**config.mk**
```make
export PLATFORM = sky130hd
export DESIGN_NAME = rolling_mean_with_capture_threshold
export DESIGN_NICKNAME = d
export VERILOG_FILES = /design/src/hw/rtl/rmean_pkg.sv /design/src/hw/rtl/rmean_ram.sv /design/src/hw/rtl/rmean_dp.sv /design/src/hw/rtl/rmean_ctrl.sv /design/src/hw/rtl/rolling_mean_with_capture_threshold.sv
export SDC_FILE = /design/constraint.sdc
export NUM_CORES = 1
export LEC_CHECK = 0
export ABC_AREA = 1
export BUFFER_PORTS_ARGS = -buffer_cell sky130_fd_sc_hd__buf_2
export CAP_MARGIN = 20
export CORE_ASPECT_RATIO = 1.25
export CORE_MARGIN = 2
export CORE_UTILIZATION = 45
export DETAILED_ROUTE_END_ITERATION = 10
export PLACE_DENSITY = 0.6
export SYNTH_ARGS = -nofsm -noshare
export SYNTH_HDL_FRONTEND = slang
export SYNTH_SLANG_ARGS = --single-unit
```
**constraint.sdc**
```tcl
create_clock -name clk_i -period 9.3 [get_ports clk_i]
set_clock_uncertainty 0.05 [all_clocks]
set_input_delay 1.86 -clock clk_i [delete_from_list [all_inputs] [get_ports clk_i]]
set_output_delay 1.86 -clock clk_i [all_outputs]
set_load 0.01 [all_outputs]
```
**src/hw/rtl/rmean_pkg.sv**
```systemverilog
// ----------------------------------------------------------------------------
// rmean_pkg
// Shared constants, register codes, request types and control structs of the
// rolling mean block.
// ----------------------------------------------------------------------------
package rmean_pkg;

  localparam int MaxWindow    = 64;
  localparam int SampleBits   = 16;
  localparam int FractionBits = 8;

  localparam int AddrW    = $clog2(MaxWindow);
  localparam int LenW     = AddrW + 1;
  localparam int AgeW     = AddrW + 1;
  localparam int SumW     = SampleBits + AddrW;
  localparam int NumW     = SumW + FractionBits;
  localparam int DivCntW  = $clog2(NumW);
  localparam int MeanW    = 24;
  localparam int MagW     = ((NumW > MeanW) ? NumW : MeanW) + 1;
  localparam int PctW     = 7;
  localparam int AlignW   = 2;
  localparam int ProdW    = PctW + LenW;
  localparam int RamW     = SampleBits + 1;
  localparam int CfgIdxW  = 2;
  localparam int CfgDataW = 7;

  localparam logic [CfgDataW-1:0] LenReset    = CfgDataW'(24);
  localparam logic [PctW-1:0]     CapReset    = PctW'(75);
  localparam logic [PctW-1:0]     PercentFull = PctW'(100);

  localparam logic [MagW-1:0]  MeanPosLimit = MagW'((64'd1 << (MeanW - 1)) - 64'd1);
  localparam logic [MagW-1:0]  MeanNegLimit = MagW'(64'd1 << (MeanW - 1));
  localparam logic [MeanW-1:0] MeanMax      = {1'b0, {(MeanW - 1){1'b1}}};
  localparam logic [MeanW-1:0] MeanMin      = {1'b1, {(MeanW - 1){1'b0}}};

  typedef enum logic [CfgIdxW-1:0] {
    RegWindowLength   = 2'd0,
    RegCapturePercent = 2'd1,
    RegAlignment      = 2'd2
  } reg_index_e;

  typedef enum logic [AlignW-1:0] {
    AlignTrailing = 2'd0,
    AlignCentred  = 2'd1,
    AlignLeading  = 2'd2
  } align_e;

  typedef struct packed {
    logic signed [SampleBits-1:0] sample;
    logic                         sample_missing;
    logic                         series_end;
  } in_t;

  typedef struct packed {
    logic signed [MeanW-1:0] mean_value;
    logic                    mean_missing;
    logic                    last_result;
  } out_t;

  typedef struct packed {
    logic write_item;
    logic pick_first;
    logic start;
    logic tap;
    logic check;
    logic div_step;
    logic load_out;
    logic next_age;
    logic clear_series;
  } ctrl_cmd_t;

  typedef struct packed {
    logic has_result;
    logic last_tap;
    logic miss;
    logic div_done;
    logic out_free;
    logic more;
    logic series_end;
  } dp_status_t;

endpackage

```
**src/hw/rtl/rmean_ram.sv**
```systemverilog
// ----------------------------------------------------------------------------
// rmean_ram
// Generic single write port, single read port RAM with registered read data.
// ----------------------------------------------------------------------------
module rmean_ram #(
  parameter int Width = 8,
  parameter int Depth = 16
) (
  input  logic                     clk_i,
  input  logic                     we_i,
  input  logic [$clog2(Depth)-1:0] waddr_i,
  input  logic [Width-1:0]         wdata_i,
  input  logic [$clog2(Depth)-1:0] raddr_i,
  output logic [Width-1:0]         rdata_o
);

  logic [Width-1:0] mem_q [Depth];
  logic [Width-1:0] rdata_q;

  always_ff @(posedge clk_i) begin
    if (we_i) begin
      mem_q[waddr_i] <= wdata_i;
    end
    rdata_q <= mem_q[raddr_i];
  end

  assign rdata_o = rdata_q;

endmodule

```
**src/hw/rtl/rmean_dp.sv**
```systemverilog
// ----------------------------------------------------------------------------
// rmean_dp
// Datapath: configuration registers, sample window, window accumulator,
// bit-serial divider and output register.
// ----------------------------------------------------------------------------
module rmean_dp (
  input  logic                             clk_i,
  input  logic                             rst_ni,
  input  logic                             cfg_valid_i,
  input  logic [rmean_pkg::CfgIdxW-1:0]    cfg_index_i,
  input  logic [rmean_pkg::CfgDataW-1:0]   cfg_data_i,
  input  rmean_pkg::in_t                   in_i,
  input  rmean_pkg::ctrl_cmd_t             cmd_i,
  output rmean_pkg::dp_status_t            status_o,
  input  logic                             out_ready_i,
  output logic                             out_valid_o,
  output rmean_pkg::out_t                  out_o
);

  logic [rmean_pkg::CfgDataW-1:0] win_len_q;
  logic [rmean_pkg::PctW-1:0]     cap_q;
  logic [rmean_pkg::AlignW-1:0]   align_q;

  logic [rmean_pkg::LenW-1:0]  len;
  logic [rmean_pkg::AddrW-1:0] off;

  logic [rmean_pkg::AddrW-1:0] wp_q;
  logic [rmean_pkg::LenW-1:0]  seen_q;
  logic                        end_q;

  logic [rmean_pkg::AddrW-1:0] d_q;
  logic [rmean_pkg::AddrW-1:0] k_q;
  logic                        pend_q;
  logic signed [rmean_pkg::SumW-1:0] acc_q;
  logic [rmean_pkg::LenW-1:0]  present_q;

  logic [rmean_pkg::LenW-1:0]    rem_q;
  logic [rmean_pkg::NumW-1:0]    quo_q;
  logic                          neg_q;
  logic                          miss_q;
  logic [rmean_pkg::DivCntW-1:0] cnt_q;

  logic                        out_valid_q;
  rmean_pkg::out_t             out_q;

  logic signed [rmean_pkg::AgeW-1:0] lo;
  logic signed [rmean_pkg::AgeW-1:0] age;
  logic                        in_range;
  logic [rmean_pkg::AddrW-1:0] rd_addr;
  logic [rmean_pkg::RamW-1:0]  rd_data;
  logic signed [rmean_pkg::SampleBits-1:0] rd_sample;
  logic                        off_lt_seen;
  logic [rmean_pkg::AddrW-1:0] d_first;

  logic [rmean_pkg::ProdW-1:0] prod_present;
  logic [rmean_pkg::ProdW-1:0] prod_need;
  logic                        miss;
  logic [rmean_pkg::SumW-1:0]  abs_sum;
  logic [rmean_pkg::NumW-1:0]  num;
  logic [rmean_pkg::LenW:0]    trial;
  logic                        ge;
  logic [rmean_pkg::MagW-1:0]  mag;
  logic [rmean_pkg::MagW-1:0]  neg_mag;
  logic [rmean_pkg::MeanW-1:0] mean;

  // Configuration registers
  always_ff @(posedge clk_i or negedge rst_ni) begin
    if (!rst_ni) begin
      win_len_q <= rmean_pkg::LenReset;
      cap_q     <= rmean_pkg::CapReset;
      align_q   <= rmean_pkg::AlignTrailing;
    end else if (cfg_valid_i) begin
      case (cfg_index_i)
        rmean_pkg::RegWindowLength:   win_len_q <= cfg_data_i;
        rmean_pkg::RegCapturePercent: cap_q     <= cfg_data_i[rmean_pkg::PctW-1:0];
        rmean_pkg::RegAlignment:      align_q   <= cfg_data_i[rmean_pkg::AlignW-1:0];
        default: ;
      endcase
    end
  end

  always_comb begin
    if (win_len_q == '0) begin
      len = rmean_pkg::LenW'(1);
    end else if (win_len_q > rmean_pkg::CfgDataW'(rmean_pkg::MaxWindow)) begin
      len = rmean_pkg::LenW'(rmean_pkg::MaxWindow);
    end else begin
      len = rmean_pkg::LenW'(win_len_q);
    end
  end

  always_comb begin
    case (align_q)
      rmean_pkg::AlignCentred: off = rmean_pkg::AddrW'(len >> 1);
      rmean_pkg::AlignLeading: off = rmean_pkg::AddrW'(len - 1'b1);
      default:                 off = '0;
    endcase
  end

  // Series state
  always_ff @(posedge clk_i or negedge rst_ni) begin
    if (!rst_ni) begin
      wp_q   <= '0;
      seen_q <= '0;
      end_q  <= 1'b0;
    end else if (cmd_i.clear_series) begin
      wp_q   <= '0;
      seen_q <= '0;
    end else if (cmd_i.write_item) begin
      wp_q  <= wp_q + 1'b1;
      end_q <= in_i.series_end;
      if (seen_q != '1) begin
        seen_q <= seen_q + 1'b1;
      end
    end
  end

  rmean_ram #(
    .Width (rmean_pkg::RamW),
    .Depth (rmean_pkg::MaxWindow)
  ) u_window (
    .clk_i   (clk_i),
    .we_i    (cmd_i.write_item),
    .waddr_i (wp_q),
    .wdata_i ({in_i.sample_missing, in_i.sample}),
    .raddr_i (rd_addr),
    .rdata_o (rd_data)
  );

  // Window taps
  assign off_lt_seen = rmean_pkg::LenW'(off) < seen_q;
  assign d_first     = off_lt_seen ? off : rmean_pkg::AddrW'(seen_q - 1'b1);
  assign lo          = $signed({1'b0, d_q}) - $signed({1'b0, off});
  assign age         = lo + $signed({1'b0, k_q});
  assign in_range    = !age[rmean_pkg::AgeW-1] &&
                       (rmean_pkg::LenW'(age[rmean_pkg::AddrW-1:0]) < seen_q);
  assign rd_addr     = wp_q - rmean_pkg::AddrW'(1) - age[rmean_pkg::AddrW-1:0];
  assign rd_sample   = $signed(rd_data[rmean_pkg::SampleBits-1:0]);

  always_ff @(posedge clk_i or negedge rst_ni) begin
    if (!rst_ni) begin
      pend_q <= 1'b0;
    end else begin
      pend_q <= cmd_i.tap && in_range;
    end
  end

  always_ff @(posedge clk_i) begin
    if (cmd_i.pick_first) begin
      d_q <= d_first;
    end else if (cmd_i.next_age) begin
      d_q <= d_q - 1'b1;
    end
    if (cmd_i.start) begin
      acc_q     <= '0;
      present_q <= '0;
      k_q       <= '0;
    end else begin
      if (cmd_i.tap) begin
        k_q <= k_q + 1'b1;
      end
      if (pend_q && !rd_data[rmean_pkg::RamW-1]) begin
        acc_q     <= acc_q + rmean_pkg::SumW'(rd_sample);
        present_q <= present_q + 1'b1;
      end
    end
  end

  // Capture test and divider
  assign prod_present = rmean_pkg::ProdW'(present_q) * rmean_pkg::ProdW'(rmean_pkg::PercentFull);
  assign prod_need    = rmean_pkg::ProdW'(cap_q) * rmean_pkg::ProdW'(len);
  assign miss         = (present_q == '0) || (prod_present < prod_need);
  assign abs_sum      = acc_q[rmean_pkg::SumW-1] ? rmean_pkg::SumW'(-acc_q)
                                                 : rmean_pkg::SumW'(acc_q);
  assign num          = rmean_pkg::NumW'(abs_sum) << rmean_pkg::FractionBits;
  assign trial        = {rem_q, quo_q[rmean_pkg::NumW-1]};
  assign ge           = trial >= (rmean_pkg::LenW + 1)'(present_q);

  always_ff @(posedge clk_i) begin
    if (cmd_i.check) begin
      miss_q <= miss;
      neg_q  <= acc_q[rmean_pkg::SumW-1];
      quo_q  <= num;
      rem_q  <= '0;
      cnt_q  <= '0;
    end else if (cmd_i.div_step) begin
      rem_q <= ge ? rmean_pkg::LenW'(trial - (rmean_pkg::LenW + 1)'(present_q))
                  : rmean_pkg::LenW'(trial);
      quo_q <= {quo_q[rmean_pkg::NumW-2:0], ge};
      cnt_q <= cnt_q + 1'b1;
    end
  end

  assign mag     = rmean_pkg::MagW'(quo_q);
  assign neg_mag = rmean_pkg::MagW'(0) - mag;

  always_comb begin
    if (neg_q) begin
      mean = (mag > rmean_pkg::MeanNegLimit) ? rmean_pkg::MeanMin
                                             : neg_mag[rmean_pkg::MeanW-1:0];
    end else begin
      mean = (mag > rmean_pkg::MeanPosLimit) ? rmean_pkg::MeanMax
                                             : mag[rmean_pkg::MeanW-1:0];
    end
  end

  // Output register
  always_ff @(posedge clk_i or negedge rst_ni) begin
    if (!rst_ni) begin
      out_valid_q <= 1'b0;
    end else if (cmd_i.load_out) begin
      out_valid_q <= 1'b1;
    end else if (out_ready_i) begin
      out_valid_q <= 1'b0;
    end
  end

  always_ff @(posedge clk_i) begin
    if (cmd_i.load_out) begin
      out_q.mean_value   <= miss_q ? '0 : $signed(mean);
      out_q.mean_missing <= miss_q;
      out_q.last_result  <= end_q && (d_q == '0);
    end
  end

  assign out_valid_o = out_valid_q;
  assign out_o       = out_q;

  assign status_o.has_result = end_q || off_lt_seen;
  assign status_o.last_tap   = rmean_pkg::LenW'(k_q) == (len - 1'b1);
  assign status_o.miss       = miss;
  assign status_o.div_done   = cnt_q == rmean_pkg::DivCntW'(rmean_pkg::NumW - 1);
  assign status_o.out_free   = !out_valid_q || out_ready_i;
  assign status_o.more       = end_q && (d_q != '0);
  assign status_o.series_end = end_q;

endmodule

```
**src/hw/rtl/rmean_ctrl.sv**
```systemverilog
// ----------------------------------------------------------------------------
// rmean_ctrl
// Controller: sequences the sample write of each request, then window taps,
// capture test, division (skipped on a failed test) and hand-off per result.
// ----------------------------------------------------------------------------
module rmean_ctrl (
  input  logic                   clk_i,
  input  logic                   rst_ni,
  input  logic                   in_valid_i,
  output logic                   in_ready_o,
  input  rmean_pkg::dp_status_t  status_i,
  output rmean_pkg::ctrl_cmd_t   cmd_o
);

  typedef enum logic [2:0] {
    StIdle,
    StDecide,
    StStart,
    StTap,
    StDrain,
    StCheck,
    StDivide,
    StLoad
  } state_e;

  state_e state_q, state_d;

  always_ff @(posedge clk_i or negedge rst_ni) begin
    if (!rst_ni) begin
      state_q <= StIdle;
    end else begin
      state_q <= state_d;
    end
  end

  always_comb begin
    state_d = state_q;
    cmd_o   = '0;
    case (state_q)
      StIdle: begin
        if (in_valid_i) begin
          cmd_o.write_item = 1'b1;
          state_d          = StDecide;
        end
      end
      StDecide: begin
        if (status_i.has_result) begin
          cmd_o.pick_first = 1'b1;
          state_d          = StStart;
        end else begin
          state_d = StIdle;
        end
      end
      StStart: begin
        cmd_o.start = 1'b1;
        state_d     = StTap;
      end
      StTap: begin
        cmd_o.tap = 1'b1;
        if (status_i.last_tap) begin
          state_d = StDrain;
        end
      end
      StDrain: begin
        state_d = StCheck;
      end
      StCheck: begin
        cmd_o.check = 1'b1;
        state_d     = status_i.miss ? StLoad : StDivide;
      end
      StDivide: begin
        cmd_o.div_step = 1'b1;
        if (status_i.div_done) begin
          state_d = StLoad;
        end
      end
      StLoad: begin
        if (status_i.out_free) begin
          cmd_o.load_out = 1'b1;
          if (status_i.more) begin
            cmd_o.next_age = 1'b1;
            state_d        = StStart;
          end else begin
            cmd_o.clear_series = status_i.series_end;
            state_d            = StIdle;
          end
        end
      end
      default: begin
        state_d = StIdle;
      end
    endcase
  end

  assign in_ready_o = (state_q == StIdle);

endmodule

```
**src/hw/rtl/rolling_mean_with_capture_threshold.sv**
```systemverilog
// ----------------------------------------------------------------------------
// rolling_mean_with_capture_threshold
// Windowed mean over a sample series with missing-value capture threshold.
// A result leaves after the window taps, the capture test and the 30-step
// divider; the divider is skipped when the capture test fails.
// One request at a time: a request may give no result, one result, or, at
// series end, further flushed results before the next request is taken.
// The window tap loop reads one RAM entry per cycle; the divider retires one
// quotient bit per cycle. Reset restores register defaults and an empty series.
// ----------------------------------------------------------------------------
module rolling_mean_with_capture_threshold (
  input  logic                           clk_i,
  input  logic                           rst_ni,
  input  logic                           cfg_valid_i,
  output logic                           cfg_ready_o,
  input  logic [rmean_pkg::CfgIdxW-1:0]  cfg_index_i,
  input  logic [rmean_pkg::CfgDataW-1:0] cfg_data_i,
  input  logic                           in_valid_i,
  output logic                           in_ready_o,
  input  rmean_pkg::in_t                 in_i,
  output logic                           out_valid_o,
  input  logic                           out_ready_i,
  output rmean_pkg::out_t                out_o
);

  rmean_pkg::ctrl_cmd_t  cmd;
  rmean_pkg::dp_status_t status;

  assign cfg_ready_o = 1'b1;

  rmean_ctrl u_ctrl (
    .clk_i      (clk_i),
    .rst_ni     (rst_ni),
    .in_valid_i (in_valid_i),
    .in_ready_o (in_ready_o),
    .status_i   (status),
    .cmd_o      (cmd)
  );

  rmean_dp u_dp (
    .clk_i       (clk_i),
    .rst_ni      (rst_ni),
    .cfg_valid_i (cfg_valid_i),
    .cfg_index_i (cfg_index_i),
    .cfg_data_i  (cfg_data_i),
    .in_i        (in_i),
    .cmd_i       (cmd),
    .status_o    (status),
    .out_ready_i (out_ready_i),
    .out_valid_o (out_valid_o),
    .out_o       (out_o)
  );

  a_one_request: assert property (@(posedge clk_i) disable iff (!rst_ni)
    in_valid_i && in_ready_o |=> !in_ready_o)
    else $error("second request taken while one is in work");

  a_missing_is_zero: assert property (@(posedge clk_i) disable iff (!rst_ni)
    out_valid_o && out_o.mean_missing |-> out_o.mean_value == '0)
    else $error("missing result carries a nonzero mean");

  a_load_into_free: assert property (@(posedge clk_i) disable iff (!rst_ni)
    cmd.load_out |-> status.out_free)
    else $error("output register overwritten before hand-off");

endmodule

```
==> qor.log, run 1 <==
qor: run_status.outcome finished clean
qor: worst_setup_path.r2r-end u_dp.u_window.rdata_o[6]
qor: timing.max_slew.worst_pin.slew 1.091 ns
qor: worst_setup_path.timing.setup.critical_path_class flop to flop
qor: worst_setup_path.timing.critical_path.from_type flop
qor: worst_hold_path.min-delay-path-class flop to flop
qor: worst_setup_path.timing.rr.start u_dp.win_len_q[6]
qor: worst_hold_path.timing.hold.worst_endpoint u_dp.cnt_q[4]
qor: yosys.synth_ff_type edfxtp_1
qor: worst_hold_path.worst_hold_path.num_cells 2
qor: final_layout.area.growth.synth_to_final 11.05%
qor: yosys.synth.area.top_cells edfxtp_1, o21ai_0, nor2_1
qor: yosys.synth_top_family_by_area compound AO/OA/AOI/OAI gates
qor: yosys.instance_count_of_the_mapped_netlist 4,752
qor: global_routing.grt_usage 23.68%
qor: clocking.postcts_setup_bufs 0
qor: yosys.synth.cells.most_frequent edfxtp_1, nor2_1, o21ai_0
qor: timing.period_needed 6.743 ns
qor: clocking.cts.root.buffer_cell clkbuf_16
qor: yosys.yosys.cell_count.top_type edfxtp_1
qor: yosys.synth.lib_cells_used.distinct 59
qor: floorplanning.rows 143
qor: final_layout.layout-drive-gt1-share 9.022%
qor: yosys.post_synthesis_area_per_instance 11.65 µm²
qor: global_routing.grt_antenna_before_repair 4
qor: timing.hold_violations 0
qor: timing.rsz_0062_raised_after_global_routing no
qor: yosys.synth_largest_type_area_fraction 62.04%
qor: worst_setup_path.cp_max_fo 127
qor: global_routing.grt.overflow.total 0
qor: drt.drt-pass1-iter-count 8
qor: final_layout.layout.nets 4,978
qor: yosys.synthesis.area 55,370 µm²
qor: final_layout.final_cell_area 61,490 µm²
qor: yosys.number_of_nets_produced_by_synthesis 4,954
qor: clocking.cts-hold-fix-buffers 0
qor: timing.max_slew_margin 26.98%
qor: clocking.cts.sinks 1,251
qor: worst_setup_path.critPathCaptureType flop
qor: clocking.h-tree-depth 3
qor: flow_run.max_cap_viol_count 0
qor: clocking.worst_skew_pair.late_latency 0.77 ns
qor: worst_setup_path.path_buf_inv 7
qor: worst_setup_path.critPathMostFrequentCell inv_1
qor: global_routing.met1_usage 30.00%
qor: drt.remaining_drc_errors 0
qor: floorplanning.die-width 317.8 µm
qor: drt.wl 151,000 µm
qor: timing.period_share 72.51%
qor: place.placement_stage_cell_area 57,560 µm²
qor: worst_setup_path.slowest_stage fa_4
qor: place.gp_congestion 0.8732
qor: drt.vias_per_cell 5.799
qor: yosys.yosys.area_share.adder 4.316%
qor: yosys.post_synth_simple_gate_area 10.79%
qor: timing.finalSetupTns 0 ns
qor: drt.first_iter_violations 3,843
qor: final_layout.fillers 10.65k
qor: global_routing.grtUsageMet3 2.881%
qor: drt.avgRoutedWirePerCell 23.33 µm
qor: global_routing.vias_in_the_first_global_route 36.78k
qor: clocking.cts-buffers-inserted 121
qor: yosys.yosys.area.top_type edfxtp_1
qor: timing.holdWs 0.4245 ns
qor: clocking.cts_max_path_buffers 3
qor: floorplanning.start_util 45.44%
qor: global_routing.pin_count_of_the_biggest_net_entering_global_routing 193
qor: timing.fmax 148.3 MHz
qor: clocking.clock_transition_at_path_regs 0.06 ns
qor: floorplanning.die_height 396.2 µm
qor: worst_setup_path.timing.critical_path.slowest_cell_delay 1.27 ns
qor: yosys.postSynth.asyncResetShare 2.798%
qor: clocking.cts_resized 0
qor: final_layout.multi_input_comb_area 16,570 µm²
qor: worst_hold_path.hold_start u_dp.cnt_q[4]
qor: worst_setup_path.reg2reg_path_depth 22
qor: final_layout.final_util 50.47%
qor: worst_setup_path.critPathLaunch u_dp.win_len_q[6]
qor: global_routing.met2_usage 40.52%
qor: yosys.synth-xor-area-share 1.024%
qor: floorplanning.die-area 125,900 µm²
qor: worst_setup_path.path_cells inv_2 > nand2_1 > inv_1 > nand2_1 > nand2_1 > inv_1 > ha_1 > o21ai_0 > nand2_1 > inv_1 > fa_1 > inv_1 > fa_1 > inv_1 > fa_4 > buf_12 > o21ai_0 > o211ai_1 > nand3_1 > a21oi_1 > a21oi_1 > o21ai_2
qor: place.dp.final_hpwl 86,250 µm
qor: worst_setup_path.worstPathArrival 7.38 ns
qor: timing.finalMaxSlewViolations 0
qor: floorplanning.boundary_pin_count 61
qor: final_layout.seqCellArea 36,680 µm²
qor: drt.routed-via-count 37.54k
qor: yosys.ys_ff_latch 1,251
qor: worst_setup_path.worst_path_dominant_cell_family adder cells
qor: floorplanning.floorplan_core_area 121,800 µm²
qor: yosys.ys_seq_area_share 66.24%
qor: global_routing.first_pass_grt_wire_length 226,600 µm
qor: global_routing.busiest_layer met2
qor: drt.detail-route-antenna-nets 0
qor: place.io_buffers 59
qor: yosys.muxShareOfSynthArea 0%
qor: yosys.synth-warning-count 0
qor: yosys.synth_edf_count 1,144
qor: worst_setup_path.cp_data_required_time 9.94 ns
qor: worst_setup_path.setup.reg_to_reg.worst_slack 2.56 ns
qor: timing.report.final.setup_viol 0
qor: yosys.synth_compound_area_share 13.60%
qor: clocking.cts_tree done
## cell families after synthesis
family                   Yosys count
AND/OR/NAND/NOR                 1442
AO/OA/AOI/OAI                   1275
flip-flops                      1251
buffers and inverters            553
adder cells (fa/ha/maj)          170
XOR/XNOR                          60
other                              1
## routing by layer
layer	part of all wire (%)	vias up	wire, µm
met5	0.0046	-	7
met4	4.4	2	6658
met3	6.1	277	9149
met2	49	1217	74050
met1	40	18660	61120
li1	-	17380	-
## how the worst max path moves through the flow
stage | to | slack [ns] | depth (start not counted)
final | u_dp.u_window.rdata_o[6] | 2.56 | 22
after global routing | u_dp.u_window.rdata_o[13] | 2.21 | 23
after CTS | u_dp.u_window.rdata_o[7] | 2.61 | 25
after detailed placement | u_dp.u_window.rdata_o[7] | 2.64 | 25
after global placement | u_dp.u_window.rdata_o[7] | 2.66 | 25
after floorplan | u_ctrl.state_q[0] | 3.75 | 33
## cells in the final DEF (no fill, tap or decap), types with 72 or more instances in the layout
| master | n |
|---|---|
| a21oi_1 | 197 |
| buf_4 | 99 |
| clkbuf_16 | 123 |
| dfxtp_1 | 72 |
| edfxtp_1 | 1144 |
| ha_1 | 134 |
| inv_1 | 273 |
| nand2_1 | 329 |
| nand3_1 | 226 |
| nor2_1 | 773 |
| o21ai_0 | 662 |
| o221ai_1 | 173 |
| o22ai_1 | 89 |
## layout make-up
| cell class | instances | area share, % |
|---|---|---|
| clock buffers | 157 | 5.294 |
| multi-input cells | 2948 | 26.94 |
| repair buffers | 168 | 2.006 |
| clock inverters | 67 | 1.091 |
| well taps | 1595 | 3.245 |
| flip-flops and latches | 1251 | 59.65 |
| inverters | 286 | 1.770 |
| diodes | 1 | 0.004069 |
## flip-flops by register name, summed over array words and instances, names as in the netlist, 2 cells and up
| name | count |
|---|---|
| u_dp.present_q | 7 |
| u_dp.cap_q | 7 |
| u_dp.out_o | 26 |
| u_dp.rem_q | 7 |
| u_dp.seen_q | 7 |
| u_dp.cnt_q | 5 |
| u_dp.win_len_q | 7 |
| u_dp.d_q | 6 |
| u_dp.u_window.rdata_o | 17 |
| u_dp.acc_q | 22 |
| u_dp.k_q | 6 |
| u_dp.quo_q | 30 |
| u_dp.u_window.mem_q | 1088 |
| u_dp.align_q | 2 |
| u_dp.wp_q | 6 |
| u_ctrl.state_q | 3 |
## metrics by stage
stage | worst slack (ns) | std cells
finish | 2.557 | 6473
global route | 2.210 | 6472
CTS | 2.614 | 6472
detailed placement | 2.635 | 6248
global placement | 2.657 | 6247
floorplan | 3.749 | 4752
## worst reg2reg max path, stage by stage (launching register included)
cell      delay, ns
dfrtp_1        0.52
inv_2          0.21
nand2_1        0.10
inv_1          0.06
nand2_1        0.07
nand2_1        0.16
inv_1          0.12
ha_1           0.33
o21ai_0        0.10
nand2_1        0.09
inv_1          0.07
fa_1           0.48
inv_1          0.07
fa_1           0.59
inv_1          0.09
fa_4           1.28
buf_12         0.46
o21ai_0        0.44
o211ai_1       0.27
nand3_1        0.32
a21oi_1        0.43
a21oi_1        0.23
o21ai_2        0.18
Power of run 1 is left out: the tool's default activity adds up to more than one toggle a clock period on the data nets, which glitch-free logic cannot reach.
==> run 2: changes to the inputs <==
--- a/config.mk
+++ b/config.mk
@@ -5,14 +5,14 @@
 export SDC_FILE = /design/constraint.sdc
 export NUM_CORES = 1
 export LEC_CHECK = 0
-export ABC_AREA = 1
+export ABC_AREA = 0
 export BUFFER_PORTS_ARGS = -buffer_cell sky130_fd_sc_hd__buf_2
 export CAP_MARGIN = 20
 export CORE_ASPECT_RATIO = 1.25
 export CORE_MARGIN = 2
 export CORE_UTILIZATION = 45
 export DETAILED_ROUTE_END_ITERATION = 10
-export PLACE_DENSITY = 0.6
+export PLACE_DENSITY = 0.62
 export SYNTH_ARGS = -nofsm -noshare
 export SYNTH_HDL_FRONTEND = slang
 export SYNTH_SLANG_ARGS = --single-unit
==> constraint.sdc (replaced) <==
create_clock -name clk_i -period 6 [get_ports clk_i]
set_clock_uncertainty 0.05 [all_clocks]
set_input_delay 1.2 -clock clk_i [delete_from_list [all_inputs] [get_ports clk_i]]
set_output_delay 1.2 -clock clk_i [all_outputs]
set_load 0.01 [all_outputs]
==> qor.log, run 2 <==
qor: run_status.outcome finished clean [unchanged]
qor: drt.remaining_drc_errors 0 [unchanged]
qor: floorplanning.die_height 389.8 µm [was 396.2 µm]
qor: clocking.cts.sinks 1,251 [unchanged]
qor: final_layout.layout-drive-gt1-share 25.61% [was 9.022%]
qor: clocking.cts_max_path_buffers 3 [unchanged]
qor: worst_setup_path.timing.setup.critical_path_class flop to flop [unchanged]
qor: timing.period_needed 5.996 ns [was 6.743 ns]
qor: yosys.muxShareOfSynthArea 15.03% [was 0%]
qor: final_layout.largest_reg_flops 1,088 [unchanged]
qor: drt.vias_per_cell 5.791 [was 5.799]
qor: yosys.postSynth.asyncResetShare 2.798% [unchanged]
qor: worst_setup_path.timing.critical_path.slowest_cell_delay 0.53 ns [was 1.27 ns]
qor: worst_setup_path.cp_max_fo 7 [was 127]
qor: floorplanning.die-area 121,900 µm² [was 125,900 µm²]
qor: place.gp_congestion 0.8241 [was 0.8732]
qor: clocking.cts.root.buffer_cell clkbuf_16 [unchanged]
qor: yosys.synth.lib_cells_used.distinct 67 [was 59]
qor: yosys.post_synth_simple_gate_area 4.912% [was 10.79%]
qor: yosys.synth-warning-count 0 [unchanged]
qor: worst_setup_path.timing.rr.start u_dp.win_len_q[6] [unchanged]
qor: clocking.h-tree-depth 3 [unchanged]
qor: global_routing.grt_usage 20.60% [was 23.68%]
qor: floorplanning.floorplan_core_area 118,200 µm² [was 121,800 µm²]
qor: worst_setup_path.reg2reg_path_depth 26 [was 22]
qor: yosys.yosys.area_share.adder 4.459% [was 4.316%]
qor: yosys.synth_ff_type edfxtp_1 [unchanged]
qor: yosys.synth_compound_area_share 3.843% [was 13.60%]
qor: timing.hold_violations 0 [unchanged]
qor: drt.detail-route-antenna-nets 0 [unchanged]
qor: worst_setup_path.timing.critical_path.from_type flop [unchanged]
qor: floorplanning.start_util 45.34% [was 45.44%]
qor: floorplanning.rows 141 [was 143]
qor: worst_hold_path.timing.hold.worst_endpoint u_dp.rem_q[6] [was u_dp.cnt_q[4]]
qor: final_layout.area.growth.synth_to_final 15.10% [was 11.05%]
qor: timing.max_slew_margin 30.08% [was 26.98%]
qor: global_routing.grt_antenna_before_repair 1 [was 4]
qor: clocking.cts-hold-fix-buffers 0 [unchanged]
qor: place.io_buffers 59 [unchanged]
qor: drt.drt-pass1-iter-count 7 [was 8]
qor: yosys.ys_ff_latch 1,251 [unchanged]
qor: worst_setup_path.cp_data_required_time 6.55 ns [was 9.94 ns]
qor: yosys.synth.cells.most_frequent edfxtp_1, mux4_2, nor2_1 [was edfxtp_1, nor2_1, o21ai_0]
qor: yosys.yosys.area.top_type edfxtp_1 [unchanged]
qor: worst_setup_path.slowest_stage fa_1 [was fa_4]
qor: final_layout.fillers 9,346 [was 10.65k]
qor: yosys.synthesis.area 53,590 µm² [was 55,370 µm²]
qor: final_layout.final_common_cell edfxtp_1 [unchanged]
qor: yosys.synth.area.top_cells edfxtp_1, mux4_2, ha_1 [was edfxtp_1, o21ai_0, nor2_1]
qor: yosys.synth_edf_count 1,144 [unchanged]
qor: final_layout.layout.nets 3,453 [was 4,978]
qor: drt.routed-via-count 28.52k [was 37.54k]
qor: timing.max_slew.worst_pin.slew 1.049 ns [was 1.091 ns]
qor: clocking.clock_transition_at_path_regs 0.07 ns [was 0.06 ns]
qor: global_routing.pin_count_of_the_biggest_net_entering_global_routing 65 [was 193]
qor: yosys.synth_largest_type_area_fraction 64.10% [was 62.04%]
qor: timing.fmax 166.8 MHz [was 148.3 MHz]
qor: yosys.number_of_nets_produced_by_synthesis 3,219 [was 4,954]
qor: yosys.post_synthesis_area_per_instance 17.76 µm² [was 11.65 µm²]
qor: global_routing.vias_in_the_first_global_route 29.32k [was 36.78k]
qor: timing.finalMaxSlewViolations 0 [unchanged]
qor: yosys.instance_count_of_the_mapped_netlist 3,017 [was 4,752]
qor: floorplanning.boundary_pin_count 61 [unchanged]
qor: place.dp.final_hpwl 76,180 µm [was 86,250 µm]
qor: drt.first_iter_violations 2,694 [was 3,843]
qor: worst_hold_path.worst_hold_path.num_cells 2 [unchanged]
qor: clocking.cts-buffers-inserted 119 [was 121]
qor: timing.rsz_0062_raised_after_global_routing yes [was no]
qor: yosys.synth_top_family_by_area multiplexers [was compound AO/OA/AOI/OAI gates]
qor: worst_setup_path.critPathMostFrequentCell fa_1 [was inv_1]
qor: floorplanning.die-width 312.7 µm [was 317.8 µm]
qor: worst_setup_path.critPathCaptureType flop [unchanged]
qor: clocking.cts_tree done [unchanged]
qor: drt.wl 126,600 µm [was 151,000 µm]
qor: yosys.yosys.cell_count.top_type edfxtp_1 [unchanged]
qor: timing.finalSetupTns 0 ns [unchanged]
qor: worst_hold_path.hold_start u_dp.rem_q[6] [was u_dp.cnt_q[4]]
qor: worst_hold_path.min-delay-path-class flop to flop [unchanged]
qor: global_routing.first_pass_grt_wire_length 186,500 µm [was 226,600 µm]
qor: yosys.ys_seq_area_share 68.44% [was 66.24%]
qor: timing.period_share 99.93% [was 72.51%]
qor: global_routing.grt.overflow.total 0 [unchanged]
qor: final_layout.largest_register u_dp.u_window.mem_q [unchanged]
qor: drt.avgRoutedWirePerCell 25.71 µm [was 23.33 µm]
qor: clocking.worst_skew_pair.late_latency 0.73 ns [was 0.77 ns]
qor: worst_setup_path.worstPathArrival 6.54 ns [was 7.38 ns]
qor: flow_run.max_cap_viol_count 0 [unchanged]
qor: worst_setup_path.r2r-end u_ctrl.state_q[0] [was u_dp.u_window.rdata_o[6]]
qor: worst_setup_path.setup.reg_to_reg.worst_slack 0.004 ns [was 2.56 ns]
qor: yosys.synth-xor-area-share 1.618% [was 1.024%]
qor: timing.report.final.setup_viol 0 [unchanged]
qor: final_layout.layout_common_cells edfxtp_1, mux4_2, nor2_1 [was edfxtp_1, nor2_1, o21ai_0]
-- run 2: changes by cell type after synthesis, moves of 173 or more --
cell	delta
o21ai_0	-582
nand3_1	-203
nand2_1	-197
inv_1	-175
o221ai_1	-173
nor2_1	-595
mux4_2	+340
-- run 2: timing repair --
item	CTS	global route
cloned	1	4
endpoints found under the hold margin	0	0
setup endpoints to repair	5	19
pin swaps	8	28
buffers inserted	2	9
resized for setup	21	40
-- run 2: layout make-up --
class	instances	area, µm²	share of cell area (%)
Inverter	102	382.9	0.6207
Multi-Input combinational cell	1528	16280	26.40
Sequential cell	1251	36680	59.46
Timing Repair Buffer	249	2316	3.755
Antenna cell	1	2.502	0.004057
Clock inverter	81	893.4	1.448
Tap cell	1573	1968	3.191
Clock buffer	139	3157	5.118
-- run 2: how the worst max path moves through the flow --
stage / from / end / slack (ns) / cells past startpoint
6_report: u_dp.win_len_q[6] / u_ctrl.state_q[0] / 0.004 / 26
5_1_grt: u_dp.win_len_q[6] / u_ctrl.state_q[0] / -0.34 / 26
4_1_cts: u_dp.win_len_q[6] / u_ctrl.state_q[0] / -0.005 / 27
3_5_place_dp: u_dp.win_len_q[1] / u_dp.u_window.rdata_o[4] / -0.20 / 20
3_3_place_gp: u_dp.win_len_q[4] / u_ctrl.state_q[0] / -0.25 / 26
2_1_floorplan: u_dp.win_len_q[2] / u_ctrl.state_q[0] / 0.001 / 28
-- run 2: metal layers --
| metal | up-vias | share of wire, % | GRT usage [%] |
|---|---|---|---|
| met2 | 848 | 53 | 37.09 |
| met4 | 0 | 2.7 | 6.577 |
| met3 | 179 | 5.1 | 2.512 |
| li1 | 12430 | - | - |
| met1 | 15060 | 39 | 25.89 |
| met5 | - | 0 | 0 |
-- run 2: through the flow --
step,utilization (%),area [µm²],setup slack [ns],hold slack (ns),std cells
after global placement,48.08,56830,-0.2469,0.3899,4671
final,52.18,61680,0.004110,0.4160,4924
after global routing,52.18,61680,-0.3438,0.4506,4923
after CTS,51.63,61030,-0.005027,0.4102,4895
after detailed placement,48.08,56830,-0.2032,0.4012,4672
after floorplan,-,53590,0.001010,0.3823,3017
-- run 2: kinds of logic (layout without fill, tap and decap cells) --
| family | after synthesis | in the layout |
|---|---|---|
| adder cells (fa/ha/maj) | 170 | 170 |
| XOR/XNOR | 99 | 99 |
| AO/OA/AOI/OAI | 327 | 327 |
| other | 1 | 2 |
| AND/OR/NAND/NOR | 553 | 553 |
| multiplexers | 378 | 378 |
| buffers and inverters | 238 | 571 |
| flip-flops | 1251 | 1251 |
-- run 2: worst max-delay path, delay by kind of cell (launching register included) --
family | cells | cell delay, ns
adders and majority gates | 6 | 2.51
DFF | 1 | 0.51
buffers and inverters | 4 | 0.25
and+or+nand+nor | 9 | 1.25
AOI/OAI and AO/OA | 6 | 1.14
xor gates and xnor gates | 1 | 0.17
Power of run 2 is left out for the same reason.
